## config.mk

```make
export PLATFORM = sky130hd
export DESIGN_NAME = adsr_envelope_generator
export DESIGN_NICKNAME = d
export VERILOG_FILES = /design/src/rtl/adsr_pkg.sv /design/src/rtl/adsr_envelope_generator.sv /design/src/rtl/adsr_cfg.sv /design/src/rtl/adsr_phase.sv /design/src/rtl/adsr_ser_mul.sv
export SDC_FILE = /design/constraint.sdc
export NUM_CORES = 1
export LEC_CHECK = 0
export BUFFER_PORTS_ARGS = -buffer_cell sky130_fd_sc_hd__buf_2
export CAP_MARGIN = 20
export CELL_PAD_IN_SITES_DETAIL_PLACEMENT = 0
export CELL_PAD_IN_SITES_GLOBAL_PLACEMENT = 1
export CORE_UTILIZATION = 49
export CTS_BUF_LIST = sky130_fd_sc_hd__clkbuf_16
export CTS_CLUSTER_SIZE = 10
export DETAILED_ROUTE_END_ITERATION = 7
export GPL_ROUTABILITY_DRIVEN = 0
export PLACE_DENSITY = 0.87
export SLEW_MARGIN = 30
export SYNTH_ARGS = -nofsm -noshare
export SYNTH_HDL_FRONTEND = slang
export SYNTH_SLANG_ARGS = --single-unit
```

## constraint.sdc

```tcl
create_clock -name i_clk -period 10.2 [get_ports i_clk]
set_input_delay 0.51 -clock i_clk [delete_from_list [all_inputs] [get_ports i_clk]]
set_output_delay 0.51 -clock i_clk [all_outputs]
set_load 0.1 [all_outputs]
```

## src/rtl/adsr_pkg.sv

```systemverilog
// ----------------------------------------------------------------------------
// adsr_pkg
// Shared widths, phase codes, register indexes, reset values and the
// configuration struct of the ADSR envelope generator.
// ----------------------------------------------------------------------------
package adsr_pkg;

    localparam int LEVEL_W    = 24;
    localparam int GAIN_W     = 16;
    localparam int SENS_W     = 17;
    localparam int GATE_W     = 16;
    localparam int OUT_W      = 25;
    localparam int PHASE_W    = 3;
    localparam int CFG_IDX_W  = 3;
    localparam int CFG_DATA_W = 24;

    // serial multiplier geometry
    localparam int MUL_A_W   = 24;
    localparam int MUL_B_W   = 40;
    localparam int MUL_P_W   = MUL_A_W + MUL_B_W;
    localparam int MUL_CNT_W = 6;

    localparam logic [MUL_CNT_W-1:0] MUL_SHORT_STEPS = MUL_CNT_W'(16);
    localparam logic [MUL_CNT_W-1:0] MUL_LONG_STEPS  = MUL_CNT_W'(MUL_B_W);

    localparam logic [PHASE_W-1:0] PH_SILENCE = 3'd0;
    localparam logic [PHASE_W-1:0] PH_ATTACK  = 3'd1;
    localparam logic [PHASE_W-1:0] PH_DECAY   = 3'd2;
    localparam logic [PHASE_W-1:0] PH_SUSTAIN = 3'd3;
    localparam logic [PHASE_W-1:0] PH_RELEASE = 3'd4;

    localparam logic [CFG_IDX_W-1:0] CFG_ATTACK_STEP  = 3'd0;
    localparam logic [CFG_IDX_W-1:0] CFG_DECAY_STEP   = 3'd1;
    localparam logic [CFG_IDX_W-1:0] CFG_SUSTAIN      = 3'd2;
    localparam logic [CFG_IDX_W-1:0] CFG_RELEASE_STEP = 3'd3;
    localparam logic [CFG_IDX_W-1:0] CFG_GAIN         = 3'd4;
    localparam logic [CFG_IDX_W-1:0] CFG_VEL_SENS     = 3'd5;

    localparam logic [GATE_W-1:0]  GATE_THRESHOLD = 16'd65;
    localparam logic [LEVEL_W-1:0] LEVEL_ONE      = 24'd8388608;
    localparam logic [OUT_W-1:0]   OUT_MAX        = 25'd33554431;

    localparam logic [LEVEL_W-1:0] RST_ATTACK_STEP  = 24'd17476;
    localparam logic [LEVEL_W-1:0] RST_DECAY_STEP   = 24'd350;
    localparam logic [LEVEL_W-1:0] RST_SUSTAIN      = 24'd0;
    localparam logic [LEVEL_W-1:0] RST_RELEASE_STEP = 24'd1748;
    localparam logic [GAIN_W-1:0]  RST_GAIN         = 16'd16384;
    localparam logic [SENS_W-1:0]  RST_VEL_SENS     = 17'd0;

    typedef struct packed {
        logic [LEVEL_W-1:0] attack_step;
        logic [LEVEL_W-1:0] decay_step;
        logic [LEVEL_W-1:0] sustain_level;
        logic [LEVEL_W-1:0] release_step;
        logic [GAIN_W-1:0]  gain;
        logic [SENS_W-1:0]  vel_sens;
    } t_cfg;

endpackage

```

## src/rtl/adsr_envelope_generator.sv

```systemverilog
// ----------------------------------------------------------------------------
// adsr_envelope_generator
// ADSR envelope generator, one gate word in, one scaled envelope word out.
// ----------------------------------------------------------------------------
// Each accepted gate word advances the envelope by one tick. Its result word
// becomes valid once two bit-serial multiplier passes have run and the word
// is loaded into the output register: level times gain (16 steps, run
// alongside sensitivity times velocity), then that product times the velocity
// factor (40 steps); a new gate word is taken only after that load. A
// finished word waits in the output register while the next gate word is
// processed. Configuration writes are always ready and must only be issued
// while the block is idle.
// ----------------------------------------------------------------------------
module adsr_envelope_generator (
    input  logic                             i_clk,
    input  logic                             i_rst_n,
    input  logic                             i_valid,
    output logic                             o_ready,
    input  logic [adsr_pkg::GATE_W-1:0]      i_gate_level,
    output logic                             o_valid,
    input  logic                             i_ready,
    output logic [adsr_pkg::OUT_W-1:0]       o_envelope_out,
    output logic [adsr_pkg::PHASE_W-1:0]     o_phase_now,
    input  logic                             i_cfg_valid,
    output logic                             o_cfg_ready,
    input  logic [adsr_pkg::CFG_IDX_W-1:0]   i_cfg_index,
    input  logic [adsr_pkg::CFG_DATA_W-1:0]  i_cfg_data
);
    import adsr_pkg::*;

    localparam logic [2:0] ST_IDLE  = 3'd0;
    localparam logic [2:0] ST_LOAD1 = 3'd1;
    localparam logic [2:0] ST_MUL1  = 3'd2;
    localparam logic [2:0] ST_VFAC  = 3'd3;
    localparam logic [2:0] ST_LOAD2 = 3'd4;
    localparam logic [2:0] ST_MUL2  = 3'd5;
    localparam logic [2:0] ST_FIN   = 3'd6;

    t_cfg cfg;

    logic [2:0]          r_state, n_state;
    logic                in_fire, fin_load;
    logic [LEVEL_W-1:0]  value;
    logic [PHASE_W-1:0]  phase;
    logic [GATE_W-1:0]   velocity;

    logic                m0_start, m1_start, m0_busy, m1_busy;
    logic [MUL_A_W-1:0]  m0_mcand;
    logic [MUL_B_W-1:0]  m0_mplier;
    logic [MUL_CNT_W-1:0] m0_steps;
    logic [MUL_P_W-1:0]  m0_prod, m1_prod;

    logic [32:0]         sv_prod;
    logic [16:0]         q0, r2;
    logic [17:0]         r1, quot;
    logic [1:0]          q1;
    logic signed [18:0]  vfac_t;

    logic [SENS_W-1:0]   r_vfac;
    logic                r_vfac_zero;

    logic [OUT_W-1:0]    env_val;
    logic                r_out_valid;
    logic [OUT_W-1:0]    r_env;
    logic [PHASE_W-1:0]  r_phase_out;

    adsr_cfg u_cfg (
        .i_clk       (i_clk),
        .i_rst_n     (i_rst_n),
        .i_cfg_valid (i_cfg_valid),
        .i_cfg_index (i_cfg_index),
        .i_cfg_data  (i_cfg_data),
        .o_cfg       (cfg)
    );

    assign in_fire = i_valid && o_ready;

    adsr_phase u_phase (
        .i_clk        (i_clk),
        .i_rst_n      (i_rst_n),
        .i_step       (in_fire),
        .i_gate_level (i_gate_level),
        .i_cfg        (cfg),
        .o_value      (value),
        .o_phase      (phase),
        .o_velocity   (velocity)
    );

    // unit 0: level * gain, then that product * velocity factor
    assign m0_start  = (r_state == ST_LOAD1) || (r_state == ST_LOAD2);
    assign m0_mcand  = (r_state == ST_LOAD2) ? {{(MUL_A_W-SENS_W){1'b0}}, r_vfac} : value;
    assign m0_mplier = (r_state == ST_LOAD2) ? m0_prod[MUL_P_W-1:MUL_P_W-MUL_B_W]
                                             : {{(MUL_B_W-GAIN_W){1'b0}}, cfg.gain};
    assign m0_steps  = (r_state == ST_LOAD2) ? MUL_LONG_STEPS : MUL_SHORT_STEPS;

    adsr_ser_mul u_mul0 (
        .i_clk    (i_clk),
        .i_rst_n  (i_rst_n),
        .i_start  (m0_start),
        .i_mcand  (m0_mcand),
        .i_mplier (m0_mplier),
        .i_steps  (m0_steps),
        .o_busy   (m0_busy),
        .o_prod   (m0_prod)
    );

    // unit 1: sensitivity * latched velocity
    assign m1_start = r_state == ST_LOAD1;

    adsr_ser_mul u_mul1 (
        .i_clk    (i_clk),
        .i_rst_n  (i_rst_n),
        .i_start  (m1_start),
        .i_mcand  ({{(MUL_A_W-SENS_W){1'b0}}, cfg.vel_sens}),
        .i_mplier ({{(MUL_B_W-GATE_W){1'b0}}, velocity}),
        .i_steps  (MUL_SHORT_STEPS),
        .o_busy   (m1_busy),
        .o_prod   (m1_prod)
    );

    // floor(x / 65535) by folding the high half back onto the low half
    assign sv_prod = m1_prod[MUL_P_W-MUL_B_W+32:MUL_P_W-MUL_B_W];
    assign q0      = sv_prod[32:16];
    assign r1      = {2'b00, sv_prod[15:0]} + {1'b0, q0};
    assign q1      = r1[17:16];
    assign r2      = {1'b0, r1[15:0]} + {15'd0, q1};
    assign quot    = {1'b0, q0} + {16'd0, q1} + {17'd0, (r2 >= 17'd65535)};
    assign vfac_t  = signed'(19'd65536) + signed'({1'b0, quot})
                   - signed'({2'b00, cfg.vel_sens});

    always_ff @(posedge i_clk) begin
        if (r_state == ST_VFAC) begin
            r_vfac      <= vfac_t[SENS_W-1:0];
            r_vfac_zero <= vfac_t[18] || (vfac_t == '0);
        end
    end

    // prod >> 30 with saturation; a factor at or below zero gives silence
    always_comb begin
        if (r_vfac_zero) begin
            env_val = '0;
        end else if (|m0_prod[MUL_P_W-1:55]) begin
            env_val = OUT_MAX;
        end else begin
            env_val = m0_prod[54:30];
        end
    end

    assign fin_load = (r_state == ST_FIN) && (!r_out_valid || i_ready);

    always_comb begin
        n_state = r_state;
        unique case (r_state)
            ST_IDLE:  if (i_valid) n_state = ST_LOAD1;
            ST_LOAD1: n_state = ST_MUL1;
            ST_MUL1:  if (!m0_busy && !m1_busy) n_state = ST_VFAC;
            ST_VFAC:  n_state = ST_LOAD2;
            ST_LOAD2: n_state = ST_MUL2;
            ST_MUL2:  if (!m0_busy) n_state = ST_FIN;
            ST_FIN:   if (fin_load) n_state = ST_IDLE;
            default:  n_state = ST_IDLE;
        endcase
    end

    always_ff @(posedge i_clk) begin
        if (!i_rst_n) begin
            r_state     <= ST_IDLE;
            r_out_valid <= 1'b0;
        end else begin
            r_state <= n_state;
            if (fin_load) begin
                r_out_valid <= 1'b1;
            end else if (i_ready) begin
                r_out_valid <= 1'b0;
            end
        end
    end

    always_ff @(posedge i_clk) begin
        if (fin_load) begin
            r_env       <= env_val;
            r_phase_out <= phase;
        end
    end

    assign o_ready        = r_state == ST_IDLE;
    assign o_valid        = r_out_valid;
    assign o_envelope_out = r_env;
    assign o_phase_now    = r_phase_out;
    assign o_cfg_ready    = 1'b1;

endmodule

```

## src/rtl/adsr_cfg.sv

```systemverilog
// ----------------------------------------------------------------------------
// adsr_cfg
// Configuration register file; writes beyond the register list are dropped.
// ----------------------------------------------------------------------------
module adsr_cfg (
    input  logic                             i_clk,
    input  logic                             i_rst_n,
    input  logic                             i_cfg_valid,
    input  logic [adsr_pkg::CFG_IDX_W-1:0]   i_cfg_index,
    input  logic [adsr_pkg::CFG_DATA_W-1:0]  i_cfg_data,
    output adsr_pkg::t_cfg                   o_cfg
);
    import adsr_pkg::*;

    t_cfg r_cfg;

    always_ff @(posedge i_clk) begin
        if (!i_rst_n) begin
            r_cfg.attack_step   <= RST_ATTACK_STEP;
            r_cfg.decay_step    <= RST_DECAY_STEP;
            r_cfg.sustain_level <= RST_SUSTAIN;
            r_cfg.release_step  <= RST_RELEASE_STEP;
            r_cfg.gain          <= RST_GAIN;
            r_cfg.vel_sens      <= RST_VEL_SENS;
        end else if (i_cfg_valid) begin
            unique case (i_cfg_index)
                CFG_ATTACK_STEP:  r_cfg.attack_step   <= i_cfg_data[LEVEL_W-1:0];
                CFG_DECAY_STEP:   r_cfg.decay_step    <= i_cfg_data[LEVEL_W-1:0];
                CFG_SUSTAIN:      r_cfg.sustain_level <= i_cfg_data[LEVEL_W-1:0];
                CFG_RELEASE_STEP: r_cfg.release_step  <= i_cfg_data[LEVEL_W-1:0];
                CFG_GAIN:         r_cfg.gain          <= i_cfg_data[GAIN_W-1:0];
                CFG_VEL_SENS:     r_cfg.vel_sens      <= i_cfg_data[SENS_W-1:0];
                default: begin
                end
            endcase
        end
    end

    assign o_cfg = r_cfg;

endmodule

```

## src/rtl/adsr_phase.sv

```systemverilog
// ----------------------------------------------------------------------------
// adsr_phase
// Gate edge detection, velocity latch and one-tick advance of the envelope
// phase and level.
// ----------------------------------------------------------------------------
module adsr_phase (
    input  logic                           i_clk,
    input  logic                           i_rst_n,
    input  logic                           i_step,
    input  logic [adsr_pkg::GATE_W-1:0]    i_gate_level,
    input  adsr_pkg::t_cfg                 i_cfg,
    output logic [adsr_pkg::LEVEL_W-1:0]   o_value,
    output logic [adsr_pkg::PHASE_W-1:0]   o_phase,
    output logic [adsr_pkg::GATE_W-1:0]    o_velocity
);
    import adsr_pkg::*;

    logic [LEVEL_W-1:0] r_level, n_level;
    logic [PHASE_W-1:0] r_phase, n_phase;
    logic [GATE_W-1:0]  r_vel, n_vel;
    logic               r_prev_gate;
    logic [LEVEL_W-1:0] r_value, n_value;

    logic               gate_on;
    logic [PHASE_W-1:0] ph_in;
    logic [LEVEL_W:0]   sum_att;
    logic signed [LEVEL_W+1:0] diff_dec, diff_rel, sus_ext;

    assign gate_on  = i_gate_level > GATE_THRESHOLD;
    assign sum_att  = {1'b0, r_level} + {1'b0, i_cfg.attack_step};
    assign diff_dec = signed'({2'b00, r_level}) - signed'({2'b00, i_cfg.decay_step});
    assign diff_rel = signed'({2'b00, r_level}) - signed'({2'b00, i_cfg.release_step});
    assign sus_ext  = signed'({2'b00, i_cfg.sustain_level});

    always_comb begin
        // an edge takes effect before this tick's advance
        ph_in = r_phase;
        n_vel = r_vel;
        if (gate_on && !r_prev_gate) begin
            ph_in = PH_ATTACK;
            n_vel = i_gate_level;
        end else if (!gate_on && r_prev_gate) begin
            ph_in = PH_RELEASE;
        end

        n_level = r_level;
        n_phase = ph_in;
        n_value = r_level;
        unique case (ph_in)
            PH_ATTACK: begin
                if (sum_att >= {1'b0, LEVEL_ONE}) begin
                    n_level = LEVEL_ONE;
                    n_phase = PH_DECAY;
                end else begin
                    n_level = sum_att[LEVEL_W-1:0];
                end
                n_value = n_level;
            end
            PH_DECAY: begin
                if (diff_dec <= sus_ext) begin
                    n_level = i_cfg.sustain_level;
                    n_phase = PH_SUSTAIN;
                end else begin
                    n_level = diff_dec[LEVEL_W-1:0];
                end
                n_value = n_level;
            end
            PH_SUSTAIN: n_value = i_cfg.sustain_level;
            PH_RELEASE: begin
                if (diff_rel <= 0) begin
                    n_level = '0;
                    n_phase = PH_SILENCE;
                end else begin
                    n_level = diff_rel[LEVEL_W-1:0];
                end
                n_value = n_level;
            end
            default: begin
                n_phase = PH_SILENCE;
                n_value = '0;
            end
        endcase
    end

    always_ff @(posedge i_clk) begin
        if (!i_rst_n) begin
            r_level     <= '0;
            r_phase     <= PH_SILENCE;
            r_vel       <= '0;
            r_prev_gate <= 1'b0;
        end else if (i_step) begin
            r_level     <= n_level;
            r_phase     <= n_phase;
            r_vel       <= n_vel;
            r_prev_gate <= gate_on;
        end
    end

    always_ff @(posedge i_clk) begin
        if (i_step) begin
            r_value <= n_value;
        end
    end

    assign o_value    = r_value;
    assign o_phase    = r_phase;
    assign o_velocity = r_vel;

endmodule

```

## src/rtl/adsr_ser_mul.sv

```systemverilog
// ----------------------------------------------------------------------------
// adsr_ser_mul
// Bit-serial shift-add multiplier: one multiplier bit per cycle, LSB first.
// After n steps the product sits in o_prod[MUL_P_W-1 -: MUL_A_W+n].
// ----------------------------------------------------------------------------
module adsr_ser_mul (
    input  logic                             i_clk,
    input  logic                             i_rst_n,
    input  logic                             i_start,
    input  logic [adsr_pkg::MUL_A_W-1:0]     i_mcand,
    input  logic [adsr_pkg::MUL_B_W-1:0]     i_mplier,
    input  logic [adsr_pkg::MUL_CNT_W-1:0]   i_steps,
    output logic                             o_busy,
    output logic [adsr_pkg::MUL_P_W-1:0]     o_prod
);
    import adsr_pkg::*;

    logic [MUL_CNT_W-1:0] r_cnt;
    logic [MUL_P_W-1:0]   r_prod, n_prod;
    logic [MUL_A_W-1:0]   r_mcand;
    logic [MUL_B_W-1:0]   r_mplier;
    logic [MUL_A_W-1:0]   addend;
    logic [MUL_A_W:0]     top_sum;

    assign addend  = r_mplier[0] ? r_mcand : '0;
    assign top_sum = {1'b0, r_prod[MUL_P_W-1:MUL_B_W]} + {1'b0, addend};
    // add into the top, then shift the whole product right one place
    assign n_prod  = {top_sum, r_prod[MUL_B_W-1:1]};

    always_ff @(posedge i_clk) begin
        if (!i_rst_n) begin
            r_cnt <= '0;
        end else if (i_start) begin
            r_cnt <= i_steps;
        end else if (r_cnt != '0) begin
            r_cnt <= r_cnt - 1'b1;
        end
    end

    always_ff @(posedge i_clk) begin
        if (i_start) begin
            r_prod   <= '0;
            r_mcand  <= i_mcand;
            r_mplier <= i_mplier;
        end else if (r_cnt != '0) begin
            r_prod   <= n_prod;
            r_mplier <= {1'b0, r_mplier[MUL_B_W-1:1]};
        end
    end

    assign o_busy = r_cnt != '0;
    assign o_prod = r_prod;

endmodule
```

## Word-level counts from Yosys, hierarchy flattened

Cells that the tools add are included.

| storage, ports and cells | value |
|---|---|
| word-level logic and storage cells | 130 |
| input bits | 48 |
| bits in registers | 484 |

| cells by class | value |
|---|---|
| mux-type cells | 32 |
| add/sub/neg operators | 13 |
| $lt $le $gt $ge | 5 |
| bitwise gates (word level) | 1 |
| eq/ne operators | 19 |
| reduce and logical (&&, ||, !) cells | 33 |

Operators by type and width:

| operator | count |
|---|---|
| 2-to-1 mux 40 bit | 3 |
| 2-to-1 mux 24 bit | 4 |
| one-hot mux 24 bit (4 select lines) | 1 |
| adder 24 x 24 -> 25 bit | 3 |
| one-hot mux 24 bit (3 select lines) | 1 |
| subtractor 24 x 24 -> 25 bit | 2 |
| 2-to-1 mux 17 bit | 2 |
| 2-to-1 mux 16 bit | 2 |
| 2-to-1 mux 3 bit | 9 |
| less-or-equal comparator 26 x 25 -> 1 bit | 1 |
| >= comparator 25 x 24 -> 1 bit (second input constant) | 1 |
| less-or-equal comparator 25 x 1 -> 1 bit (second input constant) | 1 |
| 2-to-1 mux 25 bit | 1 |
| one-hot mux 3 bit (7 select lines) | 1 |
| adder 17 x 18 -> 19 bit (first input constant) | 1 |
| logical NOT 19 bit | 1 |
| subtractor 19 x 18 -> 19 bit | 1 |
| adder 16 x 17 -> 18 bit | 1 |
| adder 17 x 2 -> 18 bit | 1 |
| adder 18 x 1 -> 18 bit | 1 |
| == test 3 x 2 -> 1 bit (second input constant) | 6 |
| == test 3 bit (second input constant) | 6 |
| 2-to-1 mux 6 bit | 3 |
| adder 16 x 2 -> 17 bit | 1 |
| other kinds (20) | 49 |

## Longest topological paths before layout

| depth | value |
|---|---|
| depth after elaboration | 8 |
| depth in mapped cells | 38 |
| mapped depth without buffers | 38 |

## Cells and area by module

A second synthesis with hierarchy kept.

| second synthesis, totals | value |
|---|---|
| cell total of the unflattened synthesis | 3211 |
| area total of the unflattened synthesis | 30156.4 sq um |

By module, submodules not included:

| module | cells an instance | area each (sq um) | sequential area each (sq um) | times used |
|---|---|---|---|---|
| adsr_phase | 1050 | 8177.8 | 1601.5 | 1 |
| adsr_ser_mul (u_mul0) | 597 | 6264.8 | 3323.2 | 1 |
| adsr_ser_mul (u_mul1) | 595 | 6203.4 | 3323.2 | 1 |
| adsr_cfg | 464 | 4817.1 | 2582.5 | 1 |
| adsr_envelope_generator | 505 | 4693.3 | 1461.4 | 1 |

## Worst setup path before layout

Ideal clock, no wire load.

| path | value |
|---|---|
| path type | reg2reg |
| start | register u_mul1.r_prod[40] (netlist: u_mul1.o_prod[40]) |
| end | register r_vfac_zero (data pin) |
| setup slack | 2.454 ns |
| cell stages (with the launch flop) | 38 |
| required time | 10.037 ns |
| period minus slack after synthesis | 7.746 ns |
| buffers on the path | 0 |
| library setup time | 0.163 ns |
| arrival time | 7.583 ns |
| cells stage by stage | dfxtp_1 > ha_1 > inv_1 > fa_1 > nor2b_1 > o21ai_0 > a21oi_1 > o211ai_1 > nand2_1 > a211oi_1 > o41ai_1 > a31o_2 > a21oi_1 > xnor2_1 > ha_1 > fa_1 > and2_0 > nand2_1 > (+2 left out) > o31ai_1 > nand4b_1 > or4_1 > nor4_1 > nand4_1 > ha_1 > inv_1 > fa_1 > fa_1 > a21oi_1 > o2111ai_1 > xor2_1 > or4_1 > nor4_1 > o211ai_1 > nor4_1 > a21oi_1 > o221ai_1 |

| on the way | value |
|---|---|
| cells in the longest elaborated chain, start to end | 8 |

RTL lines:

| element | line | source |
|---|---|---|
| start, declared | adsr_ser_mul.sv:19 | `logic [MUL_P_W-1:0] r_prod, n_prod;` |
| start signal, assigned | adsr_ser_mul.sv:46 | `r_prod <= n_prod;` |
| adder 16 x 17 -> 18 bit | adsr_envelope_generator.sv:124 | `assign r1 = {2'b00, sv_prod[15:0]} + {1'b0, q0};` |
| adder 16 x 2 -> 17 bit | adsr_envelope_generator.sv:126 | `assign r2 = {1'b0, r1[15:0]} + {15'd0, q1};` |
| >= comparator 17 x 16 -> 1 bit | adsr_envelope_generator.sv:127 | `assign quot = {1'b0, q0} + {16'd0, q1} + {17'd0, (r2 >= 17'd65535)};` |
| adder 18 x 1 -> 18 bit (*) | adsr_envelope_generator.sv:127 |  |
| adder 17 x 18 -> 19 bit (*) | adsr_envelope_generator.sv:128 | `assign vfac_t = signed'(19'd65536) + signed'({1'b0, quot})` |
| subtractor 19 x 18 -> 19 bit (*) | adsr_envelope_generator.sv:129 | `- signed'({2'b00, cfg.vel_sens});` |
| named net vfac_t[6] | adsr_envelope_generator.sv:57 | `logic signed [18:0] vfac_t;` |
| logical NOT 19 bit (*) | adsr_envelope_generator.sv:134 | `r_vfac_zero <= vfac_t[18] \|\| (vfac_t == '0);` |
| logical OR 1 bit (*) | adsr_envelope_generator.sv:134 |  |
| end signal, assigned | adsr_envelope_generator.sv:134 |  |
| end, declared | adsr_envelope_generator.sv:60 | `logic r_vfac_zero;` |

Mark *: on every way through the listed nets, which the timed path passes. The rest lies on a longest branch.
A chain may end at the register's enable or synchronous reset.

## Final worst setup path

Ends and elaborated chain as after synthesis.

==> metrics.md <==
| Metric | Value |
|---|---|
| Clock share of power | `0.214` |
| Root Buffer | `clkbuf_16` |
| # port buffers | `77` |
| Vias per inst | `5.81` |
| Final WS setup | `1.30 ns` |
| Fraction of registers with async set or reset after synthesis | `0` |
| Antenna diodes | `0` |
| Fraction of power consumed by sequential logic | `0.340` |
| Largest area contributor in the synthesized netlist | `dfxtp_1` |
| Transition time of the tightest slew-check pin | `0.989 ns` |
| Number of top-level pins | `79` |
| Number of cells traversed by the worst hold path | `3` |
| Clk_skew | `0.0174 ns` |
| Hold buffer count at cts | `0` |
| Iteration count of the initial detailed-routing pass | `6` |
| Synth-to-Final Area Change | `9.60%` |
| Pin count of the biggest net entering global routing | `92` |
| Portion of the post-synthesis area used by sequential elements | `0.412` |
| Top-count cell post-synth | `nand2_1` |
| Count of max-cap constraint violations | `0` |
| Combined global-route utilization of all metal layers | `0.259` |
| TritonCTS clock tree | `done` |
| Leading post-synthesis cells by instance count | `nand2_1 (593), a21oi_1 (381), dfxtp_1 (269)` |
| Req. time, crit path | `10.64 ns` |
| Unrepaired setup endpoints after global routing | `no` |
| Area fraction of the dominant cell type after synthesis | `0.214` |
| Total wirelength of the detailed-routed design | `68400 um` |
| Crit path capture type | `register` |
| Areal power density over the cells | `278 nW/um2` |
| Post CTS Setup Buffer Count | `0` |
| Synth top area cells | `dfxtp_1 (21%), edfxtp_1 (20%), ha_1 (9.5%)` |
| Period utilization | `0.873` |
| Cells resized by post-CTS repair | `0` |
| Number of clock sinks seen by CTS | `436` |
| Clock latency reported for the late side of the worst-skew pair | `0.60 ns` |
| Setup slack at placement | `1.47 ns` |
| Layout cell share with drive strength beyond 1 | `0.0701` |
| Peak ir drop on the vdd network | `0.158 mV` |
| Biggest fanout along the worst timing path | `4` |
| Fmax achieved | `0.112 GHz` |
| Synth Register Bits | `436` |
| DPL Wire Length | `50500 um` |
| Most frequent CP cell | `fa_1` |
| Initial drt markers | `1461` |
| Switch Pwr | `3130 uW` |
| Run status | `complete, no violations` |
| Switching fraction of total power | `0.407` |
| Die outline width | `229 um` |
| Core outline area | `50500 um2` |
| Fin util | `0.547` |
| Count of pins over their slew limit | `0` |
| Slew Limit Headroom | `0.339` |
| Maximum level of the CTS H-tree | `2` |
| Vias in the first global route | `20836` |
| Number of hold-slack violations in the final timing report | `0` |
| Wire per inst | `18.6 um` |
| Post-synth cell types | `80` |
| Type of the tightest min-delay check | `input pin to register` |
| Clock period minus worst slack | `8.90 ns` |
| Antenna violations before repair | `0` |
| Die Area | `52400 um2` |
| Total nets after synthesis | `3202` |
| Ys flop type | `dfxtp_1` |
| Setup TNS after final layout | `0 ns` |
| Count of standard-cell rows | `82` |
| Global-route wire length before repair | `110000 um` |
| Kind of launch point of the worst setup path | `register` |
| Yosys synthesis warning count | `0` |
| Count of unresolved DRC violations after routing | `0` |
| Total clock buffers created by CTS | `51` |
| Combinational share of power | `0.446` |
| Internal power component | `4560 uW` |
| Arrival time of data at the critical path endpoint | `9.34 ns` |
| Logic depth of the worst register-to-register path | `37` |
| Vias after detailed routing | `21408` |
| Number of nets with antenna violations after routing | `0` |
| Crit-path max cell delay | `0.53 ns` |
| Filler instances | `4607` |
| Mean Syn Cell Area | `8.54 um2` |
| Effective utilization at floorplan | `0.500` |
| Leakage Power | `0.0112 uW` |
| Clock tree buffer depth | `3` |
| Clock transition at path regs | `0.06 ns` |
| Cell with the largest stage delay on the worst path | `or4_1` |
| Die Ht | `229 um` |
| Combined area of all synthesized cells | `25200 um2` |
| Global route total overflow | `0` |
| Number of flops mapped to enable cells by yosys | `167` |
| NumNets Final | `3222` |
| Synth Instances | `2953` |
| Endpoints failing setup | `0` |
| WS Path Type | `register to register` |
-- flip-flops by register name, summed over array words and instances (netlist names), 24 cells and up --
signal / cells
u_phase.o_value: 24
u_mul0.r_mplier: 40
u_phase.r_level: 24
u_mul0.o_prod: 40
u_cfg.o_cfg: 129
u_mul1.o_prod: 40
o_envelope_out: 25
u_mul0.r_mcand: 24
-- power by group through the flow --
stage	clock network, uW	logic, uW	registers, uW
final	1640	3430	2610
after global routing	1740	3820	2650
after CTS	1670	3390	2610
after detailed placement	0	3360	2640
after global placement	0	3260	2620
after floorplan	0	2640	2500
-- final cells by class --
| type | count | area, um2 | area share |
|---|---|---|---|
| Clock inverter | 40 | 198 | 0.00715 |
| Multi-Input combinational cell | 2239 | 13800 | 0.499 |
| Inverter | 147 | 554 | 0.0201 |
| Clock buffer | 52 | 1300 | 0.0471 |
| Tap cell | 672 | 841 | 0.0304 |
| Sequential cell | 436 | 10400 | 0.376 |
| Timing Repair Buffer | 98 | 549 | 0.0199 |
-- placed cells by master, fill, tap and decap left out, types with 29 or more instances in the layout --
| cell type | count |
|---|---|
| o21ai_0 | 86 |
| ha_1 | 191 |
| xnor2_1 | 84 |
| nor2_1 | 181 |
| xor2_1 | 34 |
| and2_1 | 53 |
| inv_1 | 176 |
| clkbuf_16 | 52 |
| a21o_1 | 51 |
| a21oi_1 | 381 |
| nand3_1 | 60 |
| o211ai_1 | 29 |
| nand2_1 | 593 |
| edfxtp_1 | 167 |
| dfxtp_1 | 269 |
| nand2b_1 | 29 |
| buf_2 | 76 |
| nor3_1 | 51 |
-- kinds of logic after synthesis --
logic type / after synthesis / share of synthesized area
AOI/OAI and AO/OA: 793 / 0.198
and+or+nand+nor: 1100 / 0.193
buffers and inverters: 278 / 0.0419
other: 1 / 0.000149
muxes: 26 / 0.0114
DFF: 436 / 0.412
xor gates and xnor gates: 118 / 0.0410
adders and majority gates: 201 / 0.103
-- critical path, delay by kind of cell (launching register included) --
family	cells	cell delay [ns]
AO/OA/AOI/OAI	14	2.65
XOR/XNOR	2	0.35
adder cells (fa/ha/maj)	7	2.47
buffers and inverters	2	0.12
flip-flops	1	0.41
AND/OR/NAND/NOR	12	2.75
-- per-stage QoR --
step / total power, uW / hold slack, ns / area [um2] / std cells
CTS: 7660 / 0.136 / 27600 / 3684
global route: 8210 / 0.159 / 27600 / 3684
finish: 7690 / 0.166 / 27600 / 3684
floorplan: 5140 / 0.430 / 25200 / 2953
detailed placement: 6000 / 0.442 / 26100 / 3592
global placement: 5890 / 0.441 / 26100 / 3592
-- routing by layer --
layer | vias up | global-route usage | share of wire
li1 | 10478 | - | -
met1 | 10155 | 0.340 | 0.45
met2 | 646 | 0.442 | 0.47
met3 | 129 | 0.0356 | 0.055
met4 | 0 | 0.0763 | 0.028
met5 | - | 0 | 0
-- final timing paths --
check,start,to,slack [ns]
setup reg to reg,u_mul1.o_prod[40],r_vfac_zero,1.30
hold / removal,i_gate_level[9],u_phase.o_velocity[9],0.17
hold reg to reg,u_phase.o_velocity[15],u_phase.o_velocity[15],0.45
setup / recovery,u_mul1.o_prod[40],r_vfac_zero,1.30
Power figures use the tool's default switching activity.
